[config.mk]
export PLATFORM = sky130hd
export DESIGN_NAME = entity_id_table_core
export DESIGN_NICKNAME = d
export VERILOG_FILES = /design/src/sv/eid_pkg.sv /design/src/sv/entity_id_table_core.sv /design/src/sv/eid_ram.sv /design/src/sv/eid_ctrl.sv /design/src/sv/eid_dp.sv
export SDC_FILE = /design/constraint.sdc
export NUM_CORES = 2
export LEC_CHECK = 0
export BUFFER_PORTS_ARGS = -buffer_cell sky130_fd_sc_hd__buf_2
export CAP_MARGIN = 20
export CORE_MARGIN = 2
export CORE_UTILIZATION = 40
export DETAILED_ROUTE_END_ITERATION = 8
export PLACE_DENSITY_LB_ADDON = 0.1
export SLEW_MARGIN = 0
export SYNTH_ARGS = -nofsm -noshare
export SYNTH_HDL_FRONTEND = slang
export SYNTH_MEMORY_MAX_BITS = 65536
export SYNTH_SLANG_ARGS = --single-unit
[constraint.sdc]
create_clock -name clk -period 3.9 [get_ports clk]
set_clock_uncertainty 0.05 [all_clocks]
set_input_delay 0.39 -clock clk [delete_from_list [all_inputs] [get_ports clk]]
set_output_delay 0.39 -clock clk [all_outputs]
set_load 0.03 [all_outputs]
[src/sv/eid_pkg.sv]
// Shared types and constants for the entity id table.
package eid_pkg;

  // Item opcodes (carried on s_tuser)
  localparam logic [1:0] OP_CREATE = 2'd0;
  localparam logic [1:0] OP_REMOVE = 2'd1;
  localparam logic [1:0] OP_CLEAR  = 2'd2;

  // Configuration register indexes
  localparam logic [1:0] REG_SELF_ID    = 2'd0;
  localparam logic [1:0] REG_CREATE_MIN = 2'd1;
  localparam logic [1:0] REG_REMOVE_MIN = 2'd2;

  // Field widths
  localparam int ID_W    = 16;
  localparam int POS_W   = 16;
  localparam int LVL_W   = 16;
  localparam int RAW_W   = 32;
  localparam int LEN_W   = 16;
  localparam int CNT_W   = 32;
  localparam int CFG_W   = 16;
  localparam int SLOT_OW = 6;
  localparam int LIVE_OW = 7;

  // Stored record: {self, level, y, x, id}
  localparam int REC_W = 1 + LVL_W + 2 * POS_W + ID_W;

  // Level saturation value
  localparam logic [LVL_W-1:0] LEVEL_MAX = 16'hFFFF;

  // Port word widths
  localparam int S_DATA_W = 96;
  localparam int M_DATA_W = 80;

  typedef enum logic [2:0] {
    ST_IDLE,
    ST_CHECK,
    ST_SCAN,
    ST_DRAIN,
    ST_APPLY
  } eid_state_t;

  // Controller to datapath
  typedef struct packed {
    logic load;
    logic scan_init;
    logic scan_step;
    logic apply;
  } eid_cmd_t;

  // Datapath to controller
  typedef struct packed {
    logic need_scan;
    logic scan_last;
    logic out_free;
  } eid_status_t;

endpackage

[src/sv/entity_id_table_core.sv]
// Entity id table: top level joining sequencer and datapath.
// Create and remove items that pass the length check scan the record RAM, one read
// per entry, before the result word is written; clear, opcode 3 and short items skip the scan.
// The result is applied only once the output register is free; the next item is taken
// while the previous result still waits on the output.
// Reset (rst, synchronous): table empty, counters, dirty mark and config registers at zero.
module entity_id_table_core
  import eid_pkg::*;
#(
  parameter int ENTRIES = 64
) (
  input  logic                clk,
  input  logic                rst,
  input  logic                s_tvalid,
  output logic                s_tready,
  // entity_id, pos_x, pos_y, level_raw, packet_length
  input  logic [S_DATA_W-1:0] s_tdata,
  // opcode
  input  logic [1:0]          s_tuser,
  output logic                m_tvalid,
  input  logic                m_tready,
  // accepted, slot_index, live_count, created_total, removed_total, changed_flag
  output logic [M_DATA_W-1:0] m_tdata,
  input  logic                cfg_we,
  input  logic [1:0]          cfg_index,
  input  logic [CFG_W-1:0]    cfg_data
);

  eid_cmd_t    cmd;
  eid_status_t status;

  eid_ctrl u_ctrl (
    .clk      (clk),
    .rst      (rst),
    .s_tvalid (s_tvalid),
    .s_tready (s_tready),
    .status   (status),
    .cmd      (cmd)
  );

  eid_dp #(
    .ENTRIES (ENTRIES)
  ) u_dp (
    .clk       (clk),
    .rst       (rst),
    .s_tdata   (s_tdata),
    .s_tuser   (s_tuser),
    .m_tvalid  (m_tvalid),
    .m_tready  (m_tready),
    .m_tdata   (m_tdata),
    .cfg_we    (cfg_we),
    .cfg_index (cfg_index),
    .cfg_data  (cfg_data),
    .cmd       (cmd),
    .status    (status)
  );

endmodule

[src/sv/eid_ram.sv]
// Generic single write port RAM with registered read.
module eid_ram #(
  parameter int WIDTH = 8,
  parameter int DEPTH = 64
) (
  input  logic                     clk,
  input  logic                     we,
  input  logic [$clog2(DEPTH)-1:0] waddr,
  input  logic [WIDTH-1:0]         wdata,
  input  logic [$clog2(DEPTH)-1:0] raddr,
  output logic [WIDTH-1:0]         rdata
);

  logic [WIDTH-1:0] mem [DEPTH];

  always_ff @(posedge clk) begin
    if (we) begin
      mem[waddr] <= wdata;
    end
    rdata <= mem[raddr];
  end

endmodule

[src/sv/eid_ctrl.sv]
// Sequencer for the entity id table: accept, scan, apply.
module eid_ctrl
  import eid_pkg::*;
(
  input  logic        clk,
  input  logic        rst,
  input  logic        s_tvalid,
  output logic        s_tready,
  input  eid_status_t status,
  output eid_cmd_t    cmd
);

  eid_state_t state, state_next;

  // State register
  always_ff @(posedge clk) begin
    if (rst) begin
      state <= ST_IDLE;
    end else begin
      state <= state_next;
    end
  end

  // Next state and commands
  always_comb begin
    state_next = state;
    cmd        = '0;
    s_tready   = 1'b0;
    unique case (state)
      ST_IDLE: begin
        s_tready = 1'b1;
        if (s_tvalid) begin
          cmd.load   = 1'b1;
          state_next = ST_CHECK;
        end
      end
      ST_CHECK: begin
        cmd.scan_init = 1'b1;
        state_next    = status.need_scan ? ST_SCAN : ST_APPLY;
      end
      ST_SCAN: begin
        cmd.scan_step = 1'b1;
        if (status.scan_last) begin
          state_next = ST_DRAIN;
        end
      end
      // last read word is evaluated here
      ST_DRAIN: begin
        state_next = ST_APPLY;
      end
      ST_APPLY: begin
        if (status.out_free) begin
          cmd.apply  = 1'b1;
          state_next = ST_IDLE;
        end
      end
      default: begin
        state_next = ST_IDLE;
      end
    endcase
  end

endmodule

[src/sv/eid_dp.sv]
// Datapath: item and config registers, record RAM, scan, counters, result word.
module eid_dp
  import eid_pkg::*;
#(
  parameter int ENTRIES = 64
) (
  input  logic                clk,
  input  logic                rst,
  input  logic [S_DATA_W-1:0] s_tdata,
  input  logic [1:0]          s_tuser,
  output logic                m_tvalid,
  input  logic                m_tready,
  output logic [M_DATA_W-1:0] m_tdata,
  input  logic                cfg_we,
  input  logic [1:0]          cfg_index,
  input  logic [CFG_W-1:0]    cfg_data,
  input  eid_cmd_t            cmd,
  output eid_status_t         status
);

  localparam int AW = $clog2(ENTRIES);
  localparam int CW = $clog2(ENTRIES + 1);

  // Configuration
  logic [CFG_W-1:0] self_id, create_min, remove_min;

  // Latched item
  logic [1:0]       item_op;
  logic [ID_W-1:0]  item_id;
  logic [POS_W-1:0] item_x, item_y;
  logic [LVL_W-1:0] item_level;
  logic             item_len_ok;

  // Table state
  logic [ENTRIES-1:0] live;
  logic [CW-1:0]      live_cnt, live_cnt_next;
  logic [CNT_W-1:0]   created, created_next;
  logic [CNT_W-1:0]   removed, removed_next;
  logic               dirty, dirty_next;

  // Scan
  logic [AW-1:0]    scan_addr, addr_d;
  logic             rd_valid;
  logic [REC_W-1:0] rd_rec;
  logic             found, free_found;
  logic [AW-1:0]    match_slot, free_slot;

  // Apply
  logic             create_ok, remove_ok, res_ok;
  logic [AW-1:0]    tgt_slot, res_slot;
  logic             item_self;
  logic [REC_W-1:0] wr_rec;

  // Result word
  logic               res_valid;
  logic [M_DATA_W-1:0] res_word;

  // Configuration writes
  always_ff @(posedge clk) begin
    if (rst) begin
      self_id    <= '0;
      create_min <= '0;
      remove_min <= '0;
    end else if (cfg_we) begin
      unique case (cfg_index)
        REG_SELF_ID:    self_id    <= cfg_data;
        REG_CREATE_MIN: create_min <= cfg_data;
        REG_REMOVE_MIN: remove_min <= cfg_data;
        default: ;
      endcase
    end
  end

  // Item capture; length check and level clamp done on the way in
  always_ff @(posedge clk) begin
    if (cmd.load) begin
      item_op    <= s_tuser;
      item_id    <= s_tdata[15:0];
      item_x     <= s_tdata[31:16];
      item_y     <= s_tdata[47:32];
      item_level <= (|s_tdata[79:64]) ? LEVEL_MAX : s_tdata[63:48];
      if (s_tuser == OP_CREATE) begin
        item_len_ok <= s_tdata[95:80] >= create_min;
      end else begin
        item_len_ok <= s_tdata[95:80] >= remove_min;
      end
    end
  end

  // Record store
  assign item_self = (self_id != '0) && (item_id == self_id);
  assign wr_rec    = {item_self, item_level, item_y, item_x, item_id};

  eid_ram #(
    .WIDTH (REC_W),
    .DEPTH (ENTRIES)
  ) u_rec_ram (
    .clk   (clk),
    .we    (create_ok & cmd.apply),
    .waddr (tgt_slot),
    .wdata (wr_rec),
    .raddr (scan_addr),
    .rdata (rd_rec)
  );

  // Scan: address issue, then first-match and first-free search on the read word
  always_ff @(posedge clk) begin
    if (rst) begin
      rd_valid   <= 1'b0;
      found      <= 1'b0;
      free_found <= 1'b0;
      scan_addr  <= '0;
    end else if (cmd.scan_init) begin
      rd_valid   <= 1'b0;
      found      <= 1'b0;
      free_found <= 1'b0;
      scan_addr  <= '0;
    end else begin
      rd_valid <= cmd.scan_step;
      if (cmd.scan_step) begin
        scan_addr <= scan_addr + AW'(1);
      end
      if (rd_valid) begin
        if (!found && live[addr_d] && (rd_rec[ID_W-1:0] == item_id)) begin
          found <= 1'b1;
        end
        if (!free_found && !live[addr_d]) begin
          free_found <= 1'b1;
        end
      end
    end
  end

  always_ff @(posedge clk) begin
    addr_d <= scan_addr;
    if (rd_valid && !found && live[addr_d] && (rd_rec[ID_W-1:0] == item_id)) begin
      match_slot <= addr_d;
    end
    if (rd_valid && !free_found && !live[addr_d]) begin
      free_slot <= addr_d;
    end
  end

  assign status.need_scan = item_len_ok &&
                            ((item_op == OP_CREATE) || (item_op == OP_REMOVE));
  assign status.scan_last = (scan_addr == AW'(ENTRIES - 1));
  assign status.out_free  = !res_valid || m_tready;

  // Decision and next counter values
  assign create_ok = (item_op == OP_CREATE) && item_len_ok && (found || free_found);
  assign remove_ok = (item_op == OP_REMOVE) && item_len_ok && found;
  assign tgt_slot  = found ? match_slot : free_slot;

  always_comb begin
    live_cnt_next = live_cnt;
    created_next  = created;
    removed_next  = removed;
    dirty_next    = dirty;
    res_ok        = 1'b0;
    res_slot      = '0;
    priority if (item_op == OP_CLEAR) begin
      live_cnt_next = '0;
      created_next  = '0;
      removed_next  = '0;
      dirty_next    = 1'b0;
      res_ok        = 1'b1;
    end else if (create_ok) begin
      if (!found) begin
        live_cnt_next = live_cnt + CW'(1);
        created_next  = created + CNT_W'(1);
      end
      dirty_next = 1'b1;
      res_ok     = 1'b1;
      res_slot   = tgt_slot;
    end else if (remove_ok) begin
      live_cnt_next = live_cnt - CW'(1);
      removed_next  = removed + CNT_W'(1);
      dirty_next    = 1'b1;
      res_ok        = 1'b1;
      res_slot      = match_slot;
    end else begin
      res_ok = 1'b0;
    end
  end

  // Table state update
  always_ff @(posedge clk) begin
    if (rst) begin
      live     <= '0;
      live_cnt <= '0;
      created  <= '0;
      removed  <= '0;
      dirty    <= 1'b0;
    end else if (cmd.apply) begin
      live_cnt <= live_cnt_next;
      created  <= created_next;
      removed  <= removed_next;
      dirty    <= dirty_next;
      priority if (item_op == OP_CLEAR) begin
        live <= '0;
      end else if (create_ok) begin
        live[tgt_slot] <= 1'b1;
      end else if (remove_ok) begin
        live[match_slot] <= 1'b0;
      end else begin
        live <= live;
      end
    end
  end

  // Output register
  always_ff @(posedge clk) begin
    if (rst) begin
      res_valid <= 1'b0;
    end else if (cmd.apply) begin
      res_valid <= 1'b1;
    end else if (m_tready) begin
      res_valid <= 1'b0;
    end
  end

  always_ff @(posedge clk) begin
    if (cmd.apply) begin
      res_word <= {1'b0, dirty_next, removed_next, created_next,
                   LIVE_OW'(live_cnt_next), SLOT_OW'(res_slot), res_ok};
    end
  end

  assign m_tvalid = res_valid;
  assign m_tdata  = res_word;

endmodule

======== Word level (Yosys, flattened, before mapping) ========
Memories as Yosys holds them, arrays and structs flattened. A register that Yosys moved wholly into a read port is not among the register bits.
Index checks and enable logic that the tools add are counted.
word-level totals
  output and inout bits ................... 82
  RAM bits ................................ 4160
  bits in registers ....................... 361
  memories ................................ 1
  logic and storage cells ................. 140
  input port bits ......................... 121
memories
  name                words  bits a word  rd ports  clocked after memory_dff  wr ports  line           source
  u_dp.u_rec_ram.mem  64     65           1         1                         1         eid_ram.sv:14  logic [WIDTH-1:0] mem [DEPTH];
cells by class
  add/sub/neg operators ................... 5
  reductions and logical operators ........ 40
  bitwise operators ....................... 4
  equal/unequal tests ..................... 14
  magnitude comparators ................... 7
  muxes and demuxes ....................... 43
operator list
  operator               number
  $mux 32                6
  $mux 64                3
  $add 32x1->32 const B  2
  $and 64x64->64         1
  $not 64->64            1
  $or 64x64->64          1
  $eq 16x16->1           2
  $ge 16x16->1           2
  $mux 7                 4
  $lt 6x7->1 const B     3
  $mux 1                 19
  $mux 6                 3
  $logic_and 1x1->1      16
  $reduce_bool 16->1     1
  $reduce_or 16->1       1
  $pmux 3 s5             1
  $demux 1 s6            2
  $ge 6x1->1 const B     2
  $mux 3                 4
  $reduce_and 2->1       6
  $add 7x1->7 const B    1
  $sub 7x1->7 const B    1
  $add 6x1->6 const B    1
  $bmux 1 s6             1
  other kinds (16)       29

======== Depth between registers and ports, before layout ========
  word-level depth ........................ 9
  depth in mapped cells ................... 10
  mapped depth without buffers ............ 9

======== By module ========
A second synthesis with hierarchy kept.
unflattened totals
  cell total of the unflattened synthesis .. 8298
  area, all modules ....................... 175000.3 µm²
modules (own cells, without submodules)
  module    times used  area an instance (µm²)  seq. area each (µm²)  cells an instance
  eid_ram   1           158330.6                126221.1              6606
  eid_dp    1           16500.8                 8748.4                1673
  eid_ctrl  1           168.9                   60.1                  19

======== Worst setup path before layout ========
Ideal clock, no wire load.
  path type ............................... reg-to-reg
  start ................................... reg u_ctrl.state[2]
  end ..................................... reg u_dp.res_word[0], in the netlist u_dp.m_tdata[0] (enable)
  path slack .............................. -0.169 ns
  cell stages (with the launch flop) ...... 7
  path buffers ............................ 3
  clock period less this slack ............ 4.069 ns
  library setup time ...................... 0.474 ns
  required time ........................... 3.376 ns
  arrival time ............................ 3.546 ns
  cell sequence ........................... dfxtp_1 clkbuf_1 nor3b_2 nand2_1 inv_1 clkbuf_1 clkbuf_1
RTL lines
  element                   line            source
  start: declaration        eid_ctrl.sv:13  eid_state_t state, state_next;
  start signal: assignment  eid_ctrl.sv:20  state <= state_next;
  end signal: assignment    eid_dp.sv:224   res_word <= {1'b0, dirty_next, removed_next, created_next,
  end: declaration          eid_dp.sv:56    logic [M_DATA_W-1:0] res_word;

======== Final worst setup path ========
  start ................................... reg u_dp.addr_d[2]
  end ..................................... reg u_dp.match_slot[2] (enable)
between the ends
  longest elaborated chain between the ends .. 4
ends and longest elaborated chain
  element                         line           source
  start: declaration              eid_dp.sv:42   logic [AW-1:0] scan_addr, addr_d;
  start signal: assignment        eid_dp.sv:135  addr_d <= scan_addr;
  $bmux 1 s6                      eid_dp.sv:136  if (rd_valid && !found && live[addr_d] && (rd_rec[ID_W-1:0] == item_id)) begin
  $mux 1 (not written as such)    eid_dp.sv:136
  $logic_and 1x1->1 (2 in a row)  eid_dp.sv:136
  end signal: assignment          eid_dp.sv:137  match_slot <= addr_d;
  end: declaration                eid_dp.sv:46   logic [AW-1:0] match_slot, free_slot;
No other way between the ends. The select of a mux whose other input is x is not followed.
A chain may end at the register's enable or synchronous reset.

==> impl_results.md <==
* CTS tree: yes
* Pwr/cell area at 476 mW/mm^2
* Synth Warn # at 0
* Crit path kind: flip-flop to flip-flop
* Status: finished clean
* Pleak at 19.7 nW
* Drc violations at 0
* Post-detailed-route wirelength per cell at 25.3 microns
* Fin. Hold Viols at 0
* Register area share after synthesis at 0.708
* Synth Area in Simple Gates at 0.0652
* Slowest CP cell: dfxtp_1
* Clock power frac at 0.444
* Fin crit share at 0.886
* I/O pin count at 203
* Minimum clock period at 3.46 ns
* Layout area overhead at 15.8%
* Mapped cell area at 0.0539 sq mm
* Syn avg cell area at 16.5 sq um
* Max Cap Viol at 0
* Cell with the most instances after synthesis: edfxtp_1
* Flop pwr share at 0.527
* DR pass1 iterations at 7
* DP Area at 0.0574 sq mm
* Largest net degree at the start of global routing at 147
* Sum Neg Setup Slack at 0 ns
* Vias in the first global route at 30,693
* Final GP Congestion at 0.874
* GRT Util Overall at 0.202
* CP Cell Sequence: nor2b_1 -> a22o_1 -> a2111oi_0 -> a22oi_1 -> and4_1 -> nor3_1
* Yosys top cell area share at 0.632
* Synth Area in XOR/XNOR at 0.0141
* Clock sink total at 1,337
* Post-synth net total at 3,421
* Yosys reg bits at 1,337
* Yosys cell types at 67
* Total Wirelength at 138,000 microns
* Main synth FF type: edfxtp_1
* Max Fclk at 289 MHz
* Cell Rows at 134
* Via/cell ratio at 5.52
* Total congestion overflow at 0
* Top post-synthesis cells by count: edfxtp_1 (1,134), nor2_1 (312), mux4_2 (298), a21oi_1 (211), dfxtp_1 (203)
* Synth top area cells: edfxtp_1 (63%), mux4_2 (12%), dfxtp_1 (7.5%), nor2_1 (2.2%), a21oi_1 (2.0%)
* Fin nets at 3,712
* Core Box Area at 0.134 sq mm
* Min-Delay Path Class: primary input to flip-flop
* Hpwl dp at 85,700 microns
* Largest family of logic cells by synthesized area: multiplexers
* Die Y at 371 microns
* Critical Path End Type: flip-flop
* Register Area at 0.0381 sq mm
* Number of buffers added on ports at 137
* Multi-input gate area at 0.0148 sq mm
* CTS H-Tree Depth at 4
* Max Slew Vio Count at 0
* Largest stage delay on the critical path at 0.95 ns
* CTS Buf Count at 145
* Critical path startpoint category: flip-flop
* Clock Tree Buf Depth at 3
* EDFF count, synth at 1,134
* Die W at 371 microns
* Antenna violations before repair at 3
* P_int at 23.4 mW
* Compound-Gate Fraction of Synth Area at 0.0462
* Worst Tran Pin Value at 1.10 ns
* Data required, critical path at 4.24 ns
* # Post-CTS Setup Buffers at 0
* Initial Util at 0.403
* Asr flop ratio synth at 0
* Routed vias at 30,049
* Synth area leader: edfxtp_1
* Comb pwr share at 0.030
* Antenna viol nets, final at 0
* Switch share at 0.210
* Clock Pin Slew Worst Setup and Hold Paths at 0.06 ns
* Sw Pwr at 6.22 mW
* RSZ-0062 raised after global routing: no
* First-pass GRT wire length at 204,000 microns
* Root Buffer: clkbuf_16
* Slew headroom at 0.265
* Initial DRC Count at 2,902
* VDD IR-drop max at 0.403 mV
* Fillcell total at 11,425
* Mux contribution to synthesized area at 0.140
* Worst-Skew Late Latency at 0.77 ns
* Layout cell share with drive strength beyond 1 at 0.234
* Die area at 0.138 sq mm
* Critical Path Fanout Max at 18
* Crit path DAT at 3.79 ns
* Synth Area in Adders at 0.00859
* Final instance area at 0.0624 sq mm
* Final cell utilization of the core at 0.467
* Syn Inst Count at 3,263
* Final setup vio count at 0
registers in the layout (all words and copies together) (netlist names), 32 cells and up:
register            flops
u_dp.u_rec_ram.mem   1024
u_dp.live              64
u_dp.created           32
u_dp.m_tdata           79
u_dp.removed           32
timing repair:
| item | in CTS | in global routing |
|---|---|---|
| hold endpoints to repair | 52 | 0 |
| hold buffers | 38 | 0 |
| gates resized for setup | 0 | 0 |
layer usage:
layer	up-vias	routed length (microns)	global-route usage
met1	15615	61500	0.283
li1	13357	-	-
met4	0	2620	0.0503
met3	166	9030	0.0472
met2	911	64400	0.318
met5	-	0	0
worst max-delay path: cells and delay by family (launching register included):
| family | cells | cell delay [ns] |
|---|---|---|
| AND/OR/NAND/NOR | 3 | 1.27 |
| AO/OA/AOI/OAI | 3 | 0.79 |
| flip-flops | 1 | 0.95 |
final timing paths:
path | start | endpoint | slack (ns) | cells past startpoint
setup / recovery | u_dp.addr_d[2] | u_dp.match_slot[2] | 0.44 | 6
setup reg to reg | u_dp.addr_d[2] | u_dp.match_slot[2] | 0.44 | 6
hold / removal | s_tvalid | u_ctrl.state[0] | 0.11 | 4
hold reg to reg | u_dp.remove_min[6] | u_dp.remove_min[6] | 0.41 | 2
power groups by stage:
stage               combinational, mW  sequential, mW  clock, mW
floorplan                       0.385            16.0          0
global placement                0.832            15.9          0
detailed placement              0.863            15.9          0
CTS                             0.896            15.6       13.5
global route                    0.964            15.6       14.1
finish                          0.881            15.6       13.2
per-stage QoR:
step / setup slack [ns] / std cells / hold WS (ns) / total power, mW
2_1_floorplan: 1.09 / 3263 / 0.276 / 16.4
3_5_place_dp: 0.503 / 5137 / 0.400 / 16.8
4_1_cts: 0.453 / 5439 / 0.0404 / 30.0
3_3_place_gp: 0.477 / 5136 / 0.393 / 16.8
6_report: 0.443 / 5440 / 0.114 / 29.7
5_1_grt: 0.0892 / 5440 / 0.145 / 30.7
cells by family after synthesis:
group | Yosys count
flip-flops | 1337
XOR/XNOR | 87
AO/OA/AOI/OAI | 419
buffers and inverters | 230
multiplexers | 377
other | 1
adder cells (fa/ha/maj) | 37
AND/OR/NAND/NOR | 775
layout make-up:
cell class	instances	area share
flip-flops and latches	1337	0.612
multi-input cells	1696	0.238
clock buffers	185	0.0624
repair buffers	331	0.0397
well taps	1768	0.0355
clock inverters	79	0.0105
inverters	43	0.00263
diodes	1	0.0000401
layout by cell type (no fill, tap or decap), drive strengths merged, types with 64 or more instances in the layout:
cell / synthesis / routed
dfxtp: 203 / 203
clkbuf: 113 / 185
o21ai: 77 / 77
mux4: 298 / 298
buf: 74 / 293
edfxtp: 1134 / 1134
a21oi: 211 / 211
nor2: 315 / 315
nor3: 67 / 67
clkinv: 1 / 64
nand2: 193 / 193
Power figures use the tool's default switching activity.
